===== src/design/epmix_pkg.sv =====
// Shared types and constants for the entropy pool rotate-xor mixer.
// Used by the pool controller, the output queue and the port checker.
// No dependencies.
`timescale 1ns / 1ps

package epmix_pkg;

    // input command codes carried in s_tuser[1:0]
    typedef enum logic [1:0] {
        OP_ENTROPY = 2'd0,
        OP_DRAIN   = 2'd1,
        OP_STOP    = 2'd2,
        OP_UNUSED  = 2'd3
    } op_t;

    localparam int unsigned BYTE_W = 8;
    localparam int unsigned OP_W   = 2;

    // one result item on its way to the output port
    typedef struct packed {
        logic [BYTE_W-1:0] out_byte;
        logic              last;
    } out_item_t;

endpackage


===== src/design/entropy_pool_rotate_xor_mixer.sv =====
// Entropy pool mixer: byte-wide ring pool with rotate-left-by-one and xor mixing.
// Slave stream: s_tdata = data_byte, s_tuser = {call_start, op}.
// Master stream: m_tdata = out_byte, m_tlast = last.
// Op 0 mixes the byte into the pool entry at the write index (collect mode) or,
// while forwarding, passes it straight to the master side with tlast set.
// Only the first POOL_DEPTH bytes after a call_start are mixed; later ones are dropped.
// Op 1 drains pool entries 0 to count-1 (tlast on the final one), clears the count
// and turns forwarding on. Op 2 turns forwarding off. Op 3 is ignored.
// A mixed byte is a read of the pool memory and then a write-back
// through its single write port. Passthrough, stop and empty drains stay in idle.
// A drain sends one byte per cycle from the memory read port while the output
// queue has room, and pauses while the master side stalls.
// A two-entry output queue sits before the master port, so a result waiting to be
// taken does not hold off the next input transfer; when it fills, s_tready drops.
// Reset: pool reads as all zeros (per-entry valid flags), counts and index cleared,
// collect mode, no results pending. No clearing pass is needed.
`timescale 1ns / 1ps

module entropy_pool_rotate_xor_mixer
    import epmix_pkg::*;
#(
    parameter int unsigned POOL_DEPTH = 32
)
(
    input  logic        clk,
    input  logic        rst_n,
    input  logic        s_tvalid,
    output logic        s_tready,
    input  logic [7:0]  s_tdata,   // [7:0] data_byte
    input  logic [2:0]  s_tuser,   // [1:0] op, [2] call_start
    output logic        m_tvalid,
    input  logic        m_tready,
    output logic [7:0]  m_tdata,   // [7:0] out_byte
    output logic        m_tlast
);

    localparam int unsigned IDX_W = (POOL_DEPTH > 1) ? $clog2(POOL_DEPTH) : 1;
    localparam int unsigned CNT_W = $clog2(POOL_DEPTH + 1);
    localparam logic [CNT_W-1:0] DEPTH_CNT = CNT_W'(POOL_DEPTH);
    localparam logic [IDX_W-1:0] LAST_IDX  = IDX_W'(POOL_DEPTH - 1);

    typedef enum logic [1:0] {
        S_IDLE,
        S_MIX,
        S_DRAIN
    } state_t;

    state_t            state_reg, state_next;
    logic [IDX_W-1:0]  write_index_reg, write_index_next;
    logic [CNT_W-1:0]  collected_reg, collected_next;
    logic [CNT_W-1:0]  taken_reg, taken_next;
    logic              forwarding_reg, forwarding_next;
    logic [BYTE_W-1:0] mix_byte_reg, mix_byte_next;
    logic [IDX_W-1:0]  drain_idx_reg, drain_idx_next;
    logic [IDX_W-1:0]  drain_end_reg, drain_end_next;

    logic [OP_W-1:0]   in_op;
    logic [BYTE_W-1:0] in_byte;
    logic              in_start;
    logic              accept;
    logic [CNT_W-1:0]  taken_eff;

    logic              rd_en;
    logic [IDX_W-1:0]  rd_addr;
    logic [BYTE_W-1:0] rd_data;
    logic              wr_en;
    logic [BYTE_W-1:0] wr_data;

    logic              fifo_full;
    logic              push;
    out_item_t         push_item;
    out_item_t         pop_item;

    // input field unpacking
    assign in_op    = s_tuser[1:0];
    assign in_start = s_tuser[2];
    assign in_byte  = s_tdata[7:0];

    assign s_tready  = (state_reg == S_IDLE) && !fifo_full;
    assign accept    = s_tvalid && s_tready;
    assign taken_eff = in_start ? '0 : taken_reg;

    // rotated entry xor new byte, written back in the cycle after the read
    assign wr_data = {rd_data[BYTE_W-2:0], rd_data[BYTE_W-1]} ^ mix_byte_reg;

    // command decode and sequencing
    always_comb
    begin
        state_next       = state_reg;
        write_index_next = write_index_reg;
        collected_next   = collected_reg;
        taken_next       = taken_reg;
        forwarding_next  = forwarding_reg;
        mix_byte_next    = mix_byte_reg;
        drain_idx_next   = drain_idx_reg;
        drain_end_next   = drain_end_reg;
        rd_en            = 1'b0;
        rd_addr          = write_index_reg;
        wr_en            = 1'b0;
        push             = 1'b0;
        push_item        = '{out_byte: in_byte, last: 1'b1};

        unique case (state_reg)
            S_IDLE:
            begin
                if (accept)
                begin
                    unique case (in_op)
                        OP_ENTROPY:
                        begin
                            taken_next = taken_eff;
                            if (forwarding_reg)
                            begin
                                push = 1'b1;
                            end
                            else if (taken_eff < DEPTH_CNT)
                            begin
                                rd_en         = 1'b1;
                                rd_addr       = write_index_reg;
                                mix_byte_next = in_byte;
                                taken_next    = taken_eff + 1'b1;
                                state_next    = S_MIX;
                            end
                        end
                        OP_DRAIN:
                        begin
                            collected_next  = '0;
                            forwarding_next = 1'b1;
                            if (collected_reg != '0)
                            begin
                                rd_en          = 1'b1;
                                rd_addr        = '0;
                                drain_idx_next = '0;
                                drain_end_next = IDX_W'(collected_reg - 1'b1);
                                state_next     = S_DRAIN;
                            end
                        end
                        OP_STOP:
                        begin
                            forwarding_next = 1'b0;
                        end
                        default:
                        begin
                            // unused code, no effect
                        end
                    endcase
                end
            end
            S_MIX:
            begin
                wr_en            = 1'b1;
                write_index_next = (write_index_reg == LAST_IDX) ? '0
                                                                 : write_index_reg + 1'b1;
                if (collected_reg < DEPTH_CNT)
                begin
                    collected_next = collected_reg + 1'b1;
                end
                state_next = S_IDLE;
            end
            S_DRAIN:
            begin
                push_item = '{out_byte: rd_data, last: (drain_idx_reg == drain_end_reg)};
                if (!fifo_full)
                begin
                    push = 1'b1;
                    if (drain_idx_reg == drain_end_reg)
                    begin
                        state_next = S_IDLE;
                    end
                    else
                    begin
                        rd_en          = 1'b1;
                        rd_addr        = drain_idx_reg + 1'b1;
                        drain_idx_next = drain_idx_reg + 1'b1;
                    end
                end
            end
            default:
            begin
                state_next = S_IDLE;
            end
        endcase
    end

    // state and control registers
    always_ff @(posedge clk or negedge rst_n)
    begin
        if (!rst_n)
        begin
            state_reg       <= S_IDLE;
            write_index_reg <= '0;
            collected_reg   <= '0;
            taken_reg       <= '0;
            forwarding_reg  <= 1'b0;
            drain_idx_reg   <= '0;
            drain_end_reg   <= '0;
        end
        else
        begin
            state_reg       <= state_next;
            write_index_reg <= write_index_next;
            collected_reg   <= collected_next;
            taken_reg       <= taken_next;
            forwarding_reg  <= forwarding_next;
            drain_idx_reg   <= drain_idx_next;
            drain_end_reg   <= drain_end_next;
        end
    end

    // held entropy byte for the write-back cycle
    always_ff @(posedge clk)
    begin
        mix_byte_reg <= mix_byte_next;
    end

    // pool memory
    epmix_pool_ram #(
        .DEPTH  (POOL_DEPTH),
        .ADDR_W (IDX_W)
    ) u_pool (
        .clk     (clk),
        .rst_n   (rst_n),
        .rd_en   (rd_en),
        .rd_addr (rd_addr),
        .rd_data (rd_data),
        .wr_en   (wr_en),
        .wr_addr (write_index_reg),
        .wr_data (wr_data)
    );

    // result queue towards the master port
    epmix_out_fifo u_out (
        .clk       (clk),
        .rst_n     (rst_n),
        .push      (push),
        .push_item (push_item),
        .full      (fifo_full),
        .pop_valid (m_tvalid),
        .pop_ready (m_tready),
        .pop_item  (pop_item)
    );

    assign m_tdata = pop_item.out_byte;
    assign m_tlast = pop_item.last;

endmodule


===== src/design/epmix_pool_ram.sv =====
// Pool store: synchronous single-read, single-write memory, registered read port.
// Per-entry valid flops make unwritten entries read as zero after reset.
// Depends on epmix_pkg for the byte width.
`timescale 1ns / 1ps

module epmix_pool_ram
    import epmix_pkg::*;
#(
    parameter int unsigned DEPTH  = 32,
    parameter int unsigned ADDR_W = 5
)
(
    input  logic              clk,
    input  logic              rst_n,
    input  logic              rd_en,
    input  logic [ADDR_W-1:0] rd_addr,
    output logic [BYTE_W-1:0] rd_data,
    input  logic              wr_en,
    input  logic [ADDR_W-1:0] wr_addr,
    input  logic [BYTE_W-1:0] wr_data
);

    logic [BYTE_W-1:0] mem [DEPTH];
    logic [DEPTH-1:0]  valid_reg;
    logic [BYTE_W-1:0] rd_data_reg;

    // storage array, no reset
    always_ff @(posedge clk)
    begin
        if (wr_en)
        begin
            mem[wr_addr] <= wr_data;
        end
    end

    // entry valid flags, cleared at reset so the pool reads as all zeros
    always_ff @(posedge clk or negedge rst_n)
    begin
        if (!rst_n)
        begin
            valid_reg <= '0;
        end
        else if (wr_en)
        begin
            valid_reg[wr_addr] <= 1'b1;
        end
    end

    // registered read port, holds its value while no read is issued
    always_ff @(posedge clk)
    begin
        if (rd_en)
        begin
            rd_data_reg <= valid_reg[rd_addr] ? mem[rd_addr] : '0;
        end
    end

    assign rd_data = rd_data_reg;

endmodule


===== src/design/epmix_out_fifo.sv =====
// Two-entry output queue that decouples the pool controller from the master port.
// A waiting result does not stop the next item from being taken.
// Depends on epmix_pkg for the result item type.
`timescale 1ns / 1ps

module epmix_out_fifo
    import epmix_pkg::*;
(
    input  logic      clk,
    input  logic      rst_n,
    input  logic      push,
    input  out_item_t push_item,
    output logic      full,
    output logic      pop_valid,
    input  logic      pop_ready,
    output out_item_t pop_item
);

    out_item_t  slot_reg [2];
    logic       wr_ptr_reg;
    logic       wr_ptr_next;
    logic       rd_ptr_reg;
    logic       rd_ptr_next;
    logic [1:0] count_reg;
    logic [1:0] count_next;
    logic       pop;

    assign pop       = pop_valid && pop_ready;
    assign pop_valid = (count_reg != 2'd0);
    assign full      = (count_reg == 2'd2);
    assign pop_item  = slot_reg[rd_ptr_reg];

    // pointer and fill level update
    always_comb
    begin
        wr_ptr_next = push ? ~wr_ptr_reg : wr_ptr_reg;
        rd_ptr_next = pop ? ~rd_ptr_reg : rd_ptr_reg;
        count_next  = count_reg;
        if (push && !pop)
        begin
            count_next = count_reg + 2'd1;
        end
        else if (!push && pop)
        begin
            count_next = count_reg - 2'd1;
        end
    end

    always_ff @(posedge clk or negedge rst_n)
    begin
        if (!rst_n)
        begin
            wr_ptr_reg <= 1'b0;
            rd_ptr_reg <= 1'b0;
            count_reg  <= 2'd0;
        end
        else
        begin
            wr_ptr_reg <= wr_ptr_next;
            rd_ptr_reg <= rd_ptr_next;
            count_reg  <= count_next;
        end
    end

    // payload slots
    always_ff @(posedge clk)
    begin
        if (push)
        begin
            slot_reg[wr_ptr_reg] <= push_item;
        end
    end

endmodule


===== config.mk =====
export PLATFORM = sky130hd
export DESIGN_NAME = entropy_pool_rotate_xor_mixer
export DESIGN_NICKNAME = d
export VERILOG_FILES = /design/src/design/epmix_pkg.sv /design/src/design/entropy_pool_rotate_xor_mixer.sv /design/src/design/epmix_pool_ram.sv /design/src/design/epmix_out_fifo.sv
export SDC_FILE = /design/constraint.sdc
export NUM_CORES = 1
export LEC_CHECK = 0
export BUFFER_PORTS_ARGS = -buffer_cell sky130_fd_sc_hd__buf_2
export CAP_MARGIN = 20
export CELL_PAD_IN_SITES_DETAIL_PLACEMENT = 2
export CELL_PAD_IN_SITES_GLOBAL_PLACEMENT = 2
export CORE_MARGIN = 4
export CORE_UTILIZATION = 25
export CTS_CLUSTER_DIAMETER = 80
export DETAILED_ROUTE_END_ITERATION = 10
export PLACE_DENSITY_LB_ADDON = 0.08
export REMOVE_ABC_BUFFERS = 1
export SLEW_MARGIN = 20
export SYNTH_ARGS = -nofsm -noshare
export SYNTH_HDL_FRONTEND = slang
export SYNTH_HIERARCHICAL = 1
export SYNTH_SLANG_ARGS = --single-unit

===== constraint.sdc =====
create_clock -name clk -period 4.6 [get_ports clk]
set_input_delay 0.46 -clock clk [delete_from_list [all_inputs] [get_ports clk]]
set_output_delay 0.46 -clock clk [all_outputs]
set_load 0.02 [all_outputs]

==> Flow_metrics.wiki, run 1 <==
{| class="wikitable"
! Metric !! Value
|-
| Maximum buffer depth of the clock tree || 3
|-
| Detailed-route via count || roughly 8000
|-
| Chip height || 252 um
|-
| Fraction of synthesis flops using an asynchronous set or reset pin || 18.5%
|-
| Number of global-route vias before repair || 9158
|-
| Fillers || 6024
|-
| Post-detailed-route via-to-cell ratio || between 4 and 5
|-
| Maximum fanout encountered on the critical timing path || 21
|-
| Achievable clock frequency || 0.232 GHz
|-
| Worst setup EP type || flop
|-
| Final setup skew || 0.0283 ns
|-
| Cells along the critical path || inv_1 -> ha_1 -> or4b_4 -> o211a_4 -> nor3_4 -> a2bb2o_2 -> buf_4 -> nor2b_1 -> a221oi_1 -> o32a_1 -> o211a_1
|-
| Clock network latency to the later pin of the worst-skew pair || 0.57 ns
|-
| Worst ir drop on vdd || about 0.38 mV
|-
| Number of failing hold endpoints at the final stage || 0
|-
| Post-detailed-route count of antenna-violating nets || 0
|-
| Wire length of the first global-routing pass || around 65000 um
|-
| Share of layout cells above drive strength 1 || approximately a quarter
|-
| Sequential share of the synthesized area || 69.6%
|-
| Fraction of synthesized cell area taken by the top area cell type || 58.5%
|-
| CTS sink count || ~360
|-
| Half-perimeter wire length after detailed placement || 28900 um
|-
| Clk root buf || sky130_fd_sc_hd__clkbuf_16
|-
| Largest register FFs || 256
|-
| Pin count of the biggest net entering global routing || 67
|-
| Hold buffer count at cts || 0
|-
| Area growth, synth to finish || 17.1%
|-
| Die width || 252 um
|-
| Final std cells w/o fill || 1736
|-
| Placed insts || 1662
|-
| Total area of multi-input combinational cells || 4240 um^2
|-
| Cell Area, Synth || ~15000 um^2
|-
| Grt peak-use layer || met2
|-
| Final setup violating endpoints || 0
|-
| Drt first-iter violations || ~420
|-
| Critical-path cell with the highest stage delay || sky130_fd_sc_hd__nor2b_1
|-
| Cell with the most instances after synthesis || sky130_fd_sc_hd__edfxtp_1
|-
| Diodes inserted || 0
|-
| Top-Level Pins || 26
|-
| Required arrival time at the worst endpoint || between 4 and 5 ns
|-
| Overflow left after global routing || 0
|-
| # H-tree levels || 2
|-
| Setup_tns || 0 ns
|-
| Status || complete, no violations
|-
| Power density cells || 635 nW/um^2
|-
| Number of enable flip-flop cells after synthesis || 290
|-
| Number of DRC violations after detailed routing || 0
|-
| Total Die Area || 63500 um^2
|-
| Class of the worst hold path || primary input to async pin
|-
| Met2 demand-to-capacity share in global routing || 23.9%
|-
| Area of the core || a little under 60000 um^2
|-
| Synthesis-stage register bit count || 356
|-
| CTS clock-pin slew for the worst setup and hold paths || 0.06 ns
|-
| Endpoint of the most critical register-to-register path || u_pool/rd_data[7]
|-
| Worst setup path class || flop to flop
|-
| Highest cell delay on the worst timing path || 0.58 ns
|-
| Routability cong. || 0.712
|-
| CP startpoint kind || flop
|-
| Global Route Usage Sum || 13.9%
|-
| Met1 routing resource usage after global routing || 17.9%
|-
| Wire length reported by the detailed router || roughly 44000 um
|-
| Drt pass-1 iters || 4
|-
| Worst-case reg-to-reg path depth || 11
|-
| Number of buffers inserted to repair setup after CTS || 0
|-
| Layout net count || 960
|-
| YS warnings || 6
|-
| Number of port buffers || 25
|-
| Post-route minimum period || 4.32 ns
|-
| Number of max-cap violations || 0
|-
| Final Max Tran Viols || 0
|-
| Leak Pwr || around 6.1 nW
|-
| Per-cell routed wire length || 25.3 um
|-
| Reg-to-reg startpoint || collected_reg[0]
|-
| Count of unique library cells instantiated by Yosys || 69
|-
| Number of antenna violations at the first check in global routing || 1
|-
| Leading area contributor after synthesis || sky130_fd_sc_hd__edfxtp_1
|-
| Measured slew at the worst slew-check pin || 1.05 ns
|-
| Initial standard-cell utilization of the core || 25.2%
|-
| Sequential cell area || 10400 um^2
|-
| Data arrival time of the critical path || 4.64 ns
|-
| Cell Rows || 89
|-
| CTS tree || yes
|-
| Syn_area_per_cell || 17.2 um^2
|-
| Main synth FF type || sky130_fd_sc_hd__edfxtp_1
|-
| Number of CTS-inserted buffers || 43
|-
| RSZ-0062 raised after global routing || false
|-
| Max transition margin || 29.7%
|-
| Period utilization || 93.9%
|-
| Post-Syn Instances || about 860
|-
| Flop-to-flop setup slack || 0.28 ns
|-
| Ranking of synthesized cells by instance count || sky130_fd_sc_hd__edfxtp_1, sky130_fd_sc_hd__mux2i_1, sky130_fd_sc_hd__dfrtp_1
|-
| Post-cts sizing count || 0
|-
| Main area contributors after synthesis || sky130_fd_sc_hd__edfxtp_1, sky130_fd_sc_hd__dfrtp_1, sky130_fd_sc_hd__mux2i_1, sky130_fd_sc_hd__mux4_2, sky130_fd_sc_hd__mux4_1
|-
| Global routing usage on met3 || 2.00%
|}
[kinds of logic after synthesis]
family          share of synthesized area (%)
fa+ha+maj                               0.925
xor+xnor                                 1.59
simple gates                             6.07
flops                                    69.6
buf+inv                                  2.69
compound gates                           6.73
mux                                      12.4
[report_power, final]
group	switching (mW)	internal, mW	total, mW
Clock	1.33	1.90	3.23
Sequential	0.241	4.13	4.37
Combinational	2.05	1.41	3.46
[final cells by class]
type / instances / share of cell area (%)
sequential: 356 / 59.4
multi-input combinational: 454 / 24.3
clock buffer: 59 / 6.75
tap: 773 / 5.55
timing repair buffer: 68 / 2.87
clock inverter: 15 / 0.854
inverter: 11 / 0.237
[worst max path at each step]
stage | endpoint | start | slack (ns) | cells after the start
6_report | u_pool/rd_data[7] | collected_reg[0] | 0.28 | 11
5_1_grt | u_pool/rd_data[7] | collected_reg[0] | 0.07 | 11
4_1_cts | u_pool/rd_data[7] | collected_reg[0] | 0.24 | 11
3_5_place_dp | u_pool/rd_data[7] | collected_reg[0] | 0.22 | 11
3_3_place_gp | u_pool/rd_data[7] | collected_reg[0] | 0.29 | 11
2_1_floorplan | u_pool/rd_data[0] | u_out/count_reg[0] | -5.91 | 9
[routing by layer]
| layer | share of wire (%) | up-vias |
|---|---|---|
| met2 | 50 | 105 |
| li1 | - | 3552 |
| met5 | 0 | - |
| met1 | 43 | 4314 |
| met3 | 3.5 | 66 |
| met4 | 3.0 | 0 |
[through the flow]
| stage | setup slack, ns | util, % | hold WS [ns] | total power [mW] | cell area (um^2) |
|---|---|---|---|---|---|
| 2_1_floorplan | -5.91 | - | 0.164 | 6.57 | 14500 |
| 3_3_place_gp | 0.290 | 27.3 | 0.448 | 7.92 | 16100 |
| 3_5_place_dp | 0.217 | 27.3 | 0.457 | 8.02 | 16100 |
| 4_1_cts | 0.240 | 29.5 | 0.0537 | 11.3 | 17400 |
| 5_1_grt | 0.0687 | 29.5 | 0.0677 | 11.7 | 17400 |
| 6_report | 0.281 | 29.5 | 0.0529 | 11.1 | 17400 |
[cell usage in the layout (no fill, tap or decap), types with 13 or more instances in the layout]
cell,netlist,routed
sky130_fd_sc_hd__o21ai_0,20,20
sky130_fd_sc_hd__nand3_1,19,19
sky130_fd_sc_hd__buf_2,8,24
sky130_fd_sc_hd__mux2i_1,70,69
sky130_fd_sc_hd__nand2_1,16,16
sky130_fd_sc_hd__buf_4,2,40
sky130_fd_sc_hd__nor2_1,50,42
sky130_fd_sc_hd__mux2_2,22,22
sky130_fd_sc_hd__mux4_2,28,28
sky130_fd_sc_hd__or2_1,14,14
sky130_fd_sc_hd__dfrtp_1,66,66
sky130_fd_sc_hd__xnor2_1,13,13
sky130_fd_sc_hd__clkbuf_16,0,43
sky130_fd_sc_hd__a221oi_1,28,28
sky130_fd_sc_hd__or2_2,18,18
sky130_fd_sc_hd__edfxtp_1,290,290
[critical path, delay by kind of cell, from the launching register on]
family | cells | cell delay [ns]
AND/OR/NAND/NOR | 3 | 1.48
AO/OA/AOI/OAI | 5 | 1.49
adder cells (fa/ha/maj) | 1 | 0.15
buffers and inverters | 2 | 0.51
flip-flops | 1 | 0.43
Note: power is estimated with default switching activity, not from simulation.
==> inputs of run 2 (changes only) <==
RECOVER_POWER = 25   (was default)
==> run 2 against run 1 <==
The run now ends with max-capacitance violations, max-slew violations left. Final area decreased by 0.19%. Cell count did not move. Worst setup slack got worse by 0.017 ns. Sequential share of layout area up 0.12 points. Combinational power hardly changed. Total power barely moved. Routed wire length is essentially flat. Die area unchanged. Global-route usage stayed put. Critical path depth is the same. Sequential power about the same.
==> Flow_metrics.wiki, run 2 (synthesized netlist as in run 1, its figures left out) <==
{| class="wikitable"
! Metric !! Value
|-
| Status || finished with violations
|-
| Failing checks || max-capacitance violations, max-slew violations
|-
| Cell Rows || 89 (unchanged)
|-
| Diodes inserted || 0 (unchanged)
|-
| Overflow left after global routing || 0 (unchanged)
|-
| Post-cts sizing count || 0 (unchanged)
|-
| Leak Pwr || 6.04 nW (-0.70%)
|-
| Post-detailed-route via-to-cell ratio || 4.65 (+0.47%)
|-
| Final core utilization || 29.5% (-0.057 points)
|-
| Drt pass-1 iters || 4 (unchanged)
|-
| Setup_tns || 0 ns (unchanged)
|-
| CTS sink count || 356 (unchanged)
|-
| Pin count of the biggest net entering global routing || 67 (unchanged)
|-
| Top-Level Pins || 26 (unchanged)
|-
| Number of global-route vias before repair || 9158 (unchanged)
|-
| Worst setup path class || flop to flop
|-
| Half-perimeter wire length after detailed placement || 28900 um (unchanged)
|-
| Number of DRC violations after detailed routing || 0 (unchanged)
|-
| CTS tree || yes
|-
| Maximum buffer depth of the clock tree || 3 (unchanged)
|-
| CP startpoint kind || flop
|-
| RSZ-0062 raised after global routing || false
|-
| Highest cell delay on the worst timing path || 0.58 ns (about the same)
|-
| Number of failing hold endpoints at the final stage || 0 (unchanged)
|-
| CTS clock-pin slew for the worst setup and hold paths || 0.06 ns (about the same)
|-
| Commonest cells after routing, fill and taps aside || sky130_fd_sc_hd__edfxtp_1, sky130_fd_sc_hd__mux2i_1, sky130_fd_sc_hd__dfrtp_1
|-
| Power density cells || 636 nW/um^2 (+0.20%)
|-
| Maximum fanout encountered on the critical timing path || 21 (unchanged)
|-
| Cells along the critical path || inv_1 -> ha_1 -> or4b_4 -> o211a_4 -> nor3_4 -> a2bb2o_2 -> buf_4 -> nor2b_1 -> a221oi_1 -> o32a_1 -> o211a_1
|-
| Clock network latency to the later pin of the worst-skew pair || 0.57 ns (about the same)
|-
| Max transition margin || -29.1% (-59 points)
|-
| Routability cong. || 0.712 (unchanged)
|-
| Number of max-cap violations || 6 (+6)
|-
| Number of buffers inserted to repair setup after CTS || 0 (unchanged)
|-
| Area growth, synth to finish || 16.9%
|-
| Share of layout cells above drive strength 1 || 22.7% (-1.5 points)
|-
| Worst ir drop on vdd || 0.383 mV (-0.29%)
|-
| Worst-case reg-to-reg path depth || 11 (unchanged)
|-
| Overall power of the completed layout || 11.1 mW (about the same)
|-
| Final Max Tran Viols || 232 (+232)
|-
| Die width || 252 um (unchanged)
|-
| Global Route Usage Sum || 13.9% (unchanged)
|-
| Period utilization || 94.3% (+0.37 points)
|-
| Drt first-iter violations || 397 (-6.1%)
|-
| Measured slew at the worst slew-check pin || 1.94 ns (+0.886 ns)
|-
| CP top delay family || compound AO/OA/AOI/OAI gates
|-
| Wire length reported by the detailed router || 43900 um (about the same)
|-
| Clk root buf || sky130_fd_sc_hd__clkbuf_16
|-
| Required arrival time at the worst endpoint || 4.92 ns (about the same)
|-
| Class of the worst hold path || primary input to flop
|-
| Final setup skew || 0.0282 ns (-0.0000837 ns)
|-
| Largest register FFs || 256 (unchanged)
|-
| # H-tree levels || 2 (unchanged)
|-
| Post-route minimum period || 4.34 ns (+0.0172 ns)
|-
| Final setup violating endpoints || 0 (unchanged)
|-
| Hold buffer count at cts || 0 (unchanged)
|-
| Number of antenna violations at the first check in global routing || 1 (unchanged)
|-
| Leading cell type in the layout, fill and taps excluded || sky130_fd_sc_hd__edfxtp_1
|-
| Cell depth of the worst hold path || 1
|-
| Per-cell routed wire length || 25.3 um (about the same)
|-
| Achievable clock frequency || 0.231 GHz (-0.40%)
|-
| Area of the core || 59000 um^2 (unchanged)
|-
| Number of port buffers || 25 (unchanged)
|-
| Data arrival time of the critical path || 4.65 ns (about the same)
|-
| Number of CTS-inserted buffers || 43 (unchanged)
|-
| Critical-path cell with the highest stage delay || sky130_fd_sc_hd__nor2b_1
|-
| Wire length of the first global-routing pass || 64500 um (unchanged)
|-
| Layout net count || 960 (unchanged)
|-
| Number of stages on the worst setup path || 11 (unchanged)
|-
| Total Die Area || 63500 um^2 (unchanged)
|-
| Chip height || 252 um (unchanged)
|-
| Worst setup EP type || flop
|-
| Detailed-route via count || 8075 (+0.47%)
|-
| Initial standard-cell utilization of the core || 25.2% (unchanged)
|-
| Post-detailed-route count of antenna-violating nets || 0 (unchanged)
|-
| Fillers || 6034 (+0.17%)
|-
| Sum of buffers and inverters on the critical path || 2 (unchanged)
|}
run 2: cell types whose count changed in the layout (fill, tap and decap cells not counted), sizes merged:
| cell | change |
|---|---|
| buf | -14 |
| clkbuf | +14 |
run 2: cell type report:
type	instances	area [um^2]	area share [%]
clock inverter	15	149	0.856
inverter	11	41.3	0.237
tap	773	967	5.56
timing repair buffer	68	469	2.70
multi-input combinational	454	4230	24.3
clock buffer	59	1180	6.76
sequential	356	10400	59.6
run 2: final timing paths:
check                                     start              endpoint  slack (ns)
max                            collected_reg[0]     u_pool/rd_data[3]        0.26
min                                  s_tdata[5]       mix_byte_reg[5]        0.12
max reg2reg                    collected_reg[0]     u_pool/rd_data[3]        0.26
min reg2reg                u_pool/valid_reg[25]  u_pool/valid_reg[25]        0.47
max in group asynchronous                 rst_n  u_pool/valid_reg[17]        3.01
min in group asynchronous                 rst_n      u_out/rd_ptr_reg        0.43
run 2: metrics by stage:
stage,std cells,cell area (um^2),hold WS [ns],setup slack [ns]
after floorplan,821,14500,0.164,-5.91
after global placement,1662,16100,0.448,0.290
after detailed placement,1662,16100,0.457,0.217
after CTS,1736,17400,0.0537,0.240
after global routing,1736,17400,0.121,0.0687
final,1736,17400,0.120,0.264
run 2: metal layers:
layer | up-vias | GRT usage [%] | wire [um]
met2 | 105 | 23.9 | 22100
met5 | - | 0 | 0
met1 | 4351 | 17.9 | 19000
met4 | 0 | 4.84 | 1360
li1 | 3551 | - | -
met3 | 68 | 2.00 | 1440
run 2: report_power, final:
part,internal [mW],switching (mW)
registers,4.15,0.239
clock network,1.90,1.33
logic,1.38,2.06
